===== config.mk =====
export PLATFORM = sky130hd
export DESIGN_NAME = mft_ram
export DESIGN_NICKNAME = d
export VERILOG_FILES = /design/src/rtl/mft_ram.sv
export SDC_FILE = /design/constraint.sdc
export NUM_CORES = 2
export LEC_CHECK = 0
export BUFFER_PORTS_ARGS = -buffer_cell sky130_fd_sc_hd__buf_2
export CAP_MARGIN = 20
export CORE_UTILIZATION = 60
export DETAILED_ROUTE_END_ITERATION = 10
export PLACE_DENSITY = 0.77
export SYNTH_ARGS = -nofsm -noshare
export SYNTH_HDL_FRONTEND = slang
export SYNTH_SLANG_ARGS = --single-unit

===== constraint.sdc =====
create_clock -name clk -period 3.68 [get_ports clk]
set_clock_uncertainty 0.2 [all_clocks]
set_input_delay 0.184 -clock clk [delete_from_list [all_inputs] [get_ports clk]]
set_output_delay 0.184 -clock clk [all_outputs]
set_load 0.005 [all_outputs]

===== src/rtl/mft_ram.sv =====
module mft_ram #(
  parameter int  WIDTH = 8,
  parameter int  DEPTH = 256,
  localparam int AW    = (DEPTH > 1) ? $clog2(DEPTH) : 1
) (
  input  logic                  clk,
  input  logic                  we,
  input  logic [AW-1:0]         waddr,
  input  logic [WIDTH-1:0]      wdata,
  input  logic [AW-1:0]         raddr,
  output logic [WIDTH-1:0]      rdata
);

  logic [WIDTH-1:0] mem [DEPTH];

  always_ff @(posedge clk) begin
    if (we) begin
      mem[waddr] <= wdata;
    end
    rdata <= mem[raddr];
  end

endmodule


==> results.cfg <==
[synthesis]
mean_cell_area_of_the_mapped_netlist_um2 = 21.3
dominantRegCellSynth = sky130_fd_sc_hd__edfxtp_1
area_share_of_the_largest_cell_type_after_synthesis = 0.773
synth-edff-count = 2048
asyncSetResetFlopFracSynth = 0
synth.ff_latch_count = 2056
yosys_warnings = 0
seq_area_frac_synth = 0.775
synth.largest_area_cell = sky130_fd_sc_hd__edfxtp_1
synth_top_cells_by_area = sky130_fd_sc_hd__edfxtp_1 (77%), sky130_fd_sc_hd__mux4_2 (13%), sky130_fd_sc_hd__mux2i_1 (1.7%)
synthesis.area_um2 = 79600
synthesized_net_count = 3759
synth.top_cells.by_count = sky130_fd_sc_hd__edfxtp_1 (2,048), sky130_fd_sc_hd__mux4_2 (454), sky130_fd_sc_hd__nor2_1 (282), sky130_fd_sc_hd__mux2i_1 (134), sky130_fd_sc_hd__a22oi_1 (133)
post-synth-top-count-cell = sky130_fd_sc_hd__edfxtp_1
synthCells = 3733
yosysUniqueCellTypes = 55

[worst_setup_path]
worst_r2r_endpoint = rdata[3]$_DFF_P_
crit_path_start_kind = register
worst-r2r-setup-slack_ns = 0.70
timing.critical_path.max_delay_family = simple AND/OR/NAND/NOR gates
path_class = reg -> reg
cp_slowest_cell = sky130_fd_sc_hd__nor3_1
timing.rr.start = mem[210][3]$_DFFE_PP_
critical_path_buf_inv_count = 0
timing.reg2reg.worst_path_depth = 6
worst_ep_required_time_ns = 4.16
critical_path.cell_chain = mux4_2, a22o_1, a221oi_1, o32ai_1, nor3_1, nor4_1
max_stage_delay_ns = 0.79
worst_ep_arrival_time_ns = 3.47
critPathMaxFanout = 1
crit_path_end_kind = register
cp-startpoint = mem[210][3]$_DFFE_PP_

[cells_and_area]
final_util = 0.677
layout-drive-gt1-share = 0.241
layout-area-overhead-vs-synth_pct = 11.9
final_net_count = 4006
post-route-cell-area_um2 = 89000

[floorplanning]
die-height_um = 366
coreArea_um2 = 131000
initial_utilization = 0.605
io_pins = 34
floorplan.die.width_um = 366
num_rows = 133
die_area_um2 = 134000

[timing]
fin_setup_tns_ns = 0
period_minus_slack_ns = 2.98
final.period_utilization = 0.811
maxClockFrequency_mhz = 335
max-slew-margin-rel = 0.249
maxSlewViolCount = 0
setup_repair_after_global_routing_missed_its_margin = false
setup-violations-final = 0
final_hold_viol_count = 0
hold_ws_ns = 0.0834
max_slew.worst_pin.slew_ns = 1.12

[route]
routed_wirelength_um = 195000
avgViaCountPerCell = 6.85
firstDrtPassIters = 6
wl_per_cell_um = 33.1
via_count = 40400
route.detailed.drc = 0
drtIter0Drc = 5934
final_antenna_net_count = 0

[grt]
first_global_vias = 41000
grt_start_max_net_pins = 122
global_route.usage.total = 0.296
global_route_congestion_overflow_total = 0
wire_length_of_the_first_global_routing_pass_um = 285000
antenna_found_initial = 10

[power]
power.total_mw = 47.7
pwrdens_nw_per_um2 = 536
vdd_drop_max_v = 0.000586
p_leak_nw = 27.8

[placed_design]
portBuffers = 33
dp.final_hpwl_um = 119000
placedInstanceArea_um2 = 82800
gp_congestion = 0.900

[clocking]
clk_path_buf_depth = 3
clock_latency_ns = 0.85
tritoncts = yes
clk_transition_reported_paths_ns = 0.06
clock-sinks = 2056
cts-buffers-inserted = 194
post_cts_buffers = 0
htree_num_levels = 4
cts.root.buffer_cell = sky130_fd_sc_hd__clkbuf_16

[worst_hold_path]
hold_path_end = mem[177][7]$_DFFE_PP_
hold_path.startpoint = we
timing.hold.worst.class = in -> reg
worst_hold_path.num_cells = 5

[run_status]
outcome = finished clean

[flow_run]
timing.max_cap.violations = 0
-- cells in the final DEF, fill, tap and decap left out, types with 11 or more instances in the layout --
cell type,n
sky130_fd_sc_hd__buf_12,33
sky130_fd_sc_hd__buf_2,22
sky130_fd_sc_hd__clkinv_1,40
sky130_fd_sc_hd__a21oi_1,96
sky130_fd_sc_hd__nand3_1,34
sky130_fd_sc_hd__edfxtp_1,2048
sky130_fd_sc_hd__mux2i_1,134
sky130_fd_sc_hd__bufinv_16,12
sky130_fd_sc_hd__o22ai_1,28
sky130_fd_sc_hd__clkbuf_8,11
sky130_fd_sc_hd__nor3_1,22
sky130_fd_sc_hd__o221ai_1,46
sky130_fd_sc_hd__clkbuf_1,54
sky130_fd_sc_hd__a22oi_1,133
sky130_fd_sc_hd__clkbuf_16,197
sky130_fd_sc_hd__mux4_2,454
sky130_fd_sc_hd__a221oi_1,13
sky130_fd_sc_hd__a211oi_1,16
sky130_fd_sc_hd__clkinv_2,27
sky130_fd_sc_hd__nor2b_1,28
sky130_fd_sc_hd__nor4_1,24
sky130_fd_sc_hd__dlygate4sd3_1,16
sky130_fd_sc_hd__nor2_1,279
sky130_fd_sc_hd__nand2_1,33
sky130_fd_sc_hd__buf_4,202
-- state kept, by name (all words and copies together), names as in the netlist --
name	flops
mem	2048
rdata	8
-- power by group --
group | leakage, nW | switching (mW) | internal (mW)
sequential | 18.5 | 0.0587 | 25.8
clock | 2.97 | 8.67 | 10.8
combinational | 6.32 | 1.53 | 0.870
-- area by class of cell --
class                           count  area [um2]
Sequential cell                  2056       61700
Antenna cell                        6        15.0
Clock buffer                      254        5170
Tap cell                         1755        2200
Multi-Input combinational cell   1442       16500
Inverter                            2        7.51
Fill cell                        7849       42400
Timing Repair Buffer              284        2590
Clock inverter                     96         926
-- how the worst max path moves through the flow --
stage,endpoint,depth (start not counted)
6_report,rdata[3]$_DFF_P_,6
5_1_grt,rdata[3]$_DFF_P_,6
4_1_cts,rdata[3]$_DFF_P_,6
3_5_place_dp,rdata[6]$_DFF_P_,9
3_3_place_gp,rdata[6]$_DFF_P_,9
2_1_floorplan,rdata[2]$_DFF_P_,9
-- what timing repair did --
action                     CTS  global route
gates resized for setup      0             0
hold buffers                16             0
hold endpoints to repair  1146             0
-- per-layer routing --
| layer | routed length, um | global-route usage |
|---|---|---|
| met5 | 56 | 0 |
| met4 | 7490 | 0.115 |
| met3 | 23100 | 0.0630 |
| met2 | 93900 | 0.461 |
| met1 | 70800 | 0.417 |
-- tightest hold or removal path: stages --
cell	delay, ns
sky130_fd_sc_hd__buf_2	0.21
sky130_fd_sc_hd__nand3_1	0.15
sky130_fd_sc_hd__buf_4	0.17
sky130_fd_sc_hd__nor2_1	0.05
sky130_fd_sc_hd__buf_4	0.17
-- kinds of logic (layout without fill, tap and decap cells) --
logic type,after synthesis,in the layout,synth area share
flops,2056,2056,0.775
buf+inv,235,636,0.0183
simple gates,466,466,0.0263
compound gates,385,385,0.0342
other cells,0,6,0
mux,591,591,0.146
-- stage by stage --
stage | instances | setup WS (ns)
final | 5895 | 0.697
after global routing | 5889 | 0.562
after CTS | 5887 | 0.717
after detailed placement | 5521 | 0.141
after global placement | 5521 | 0.153
after floorplan | 3733 | 1.36
Power figures use the tool's default switching activity.
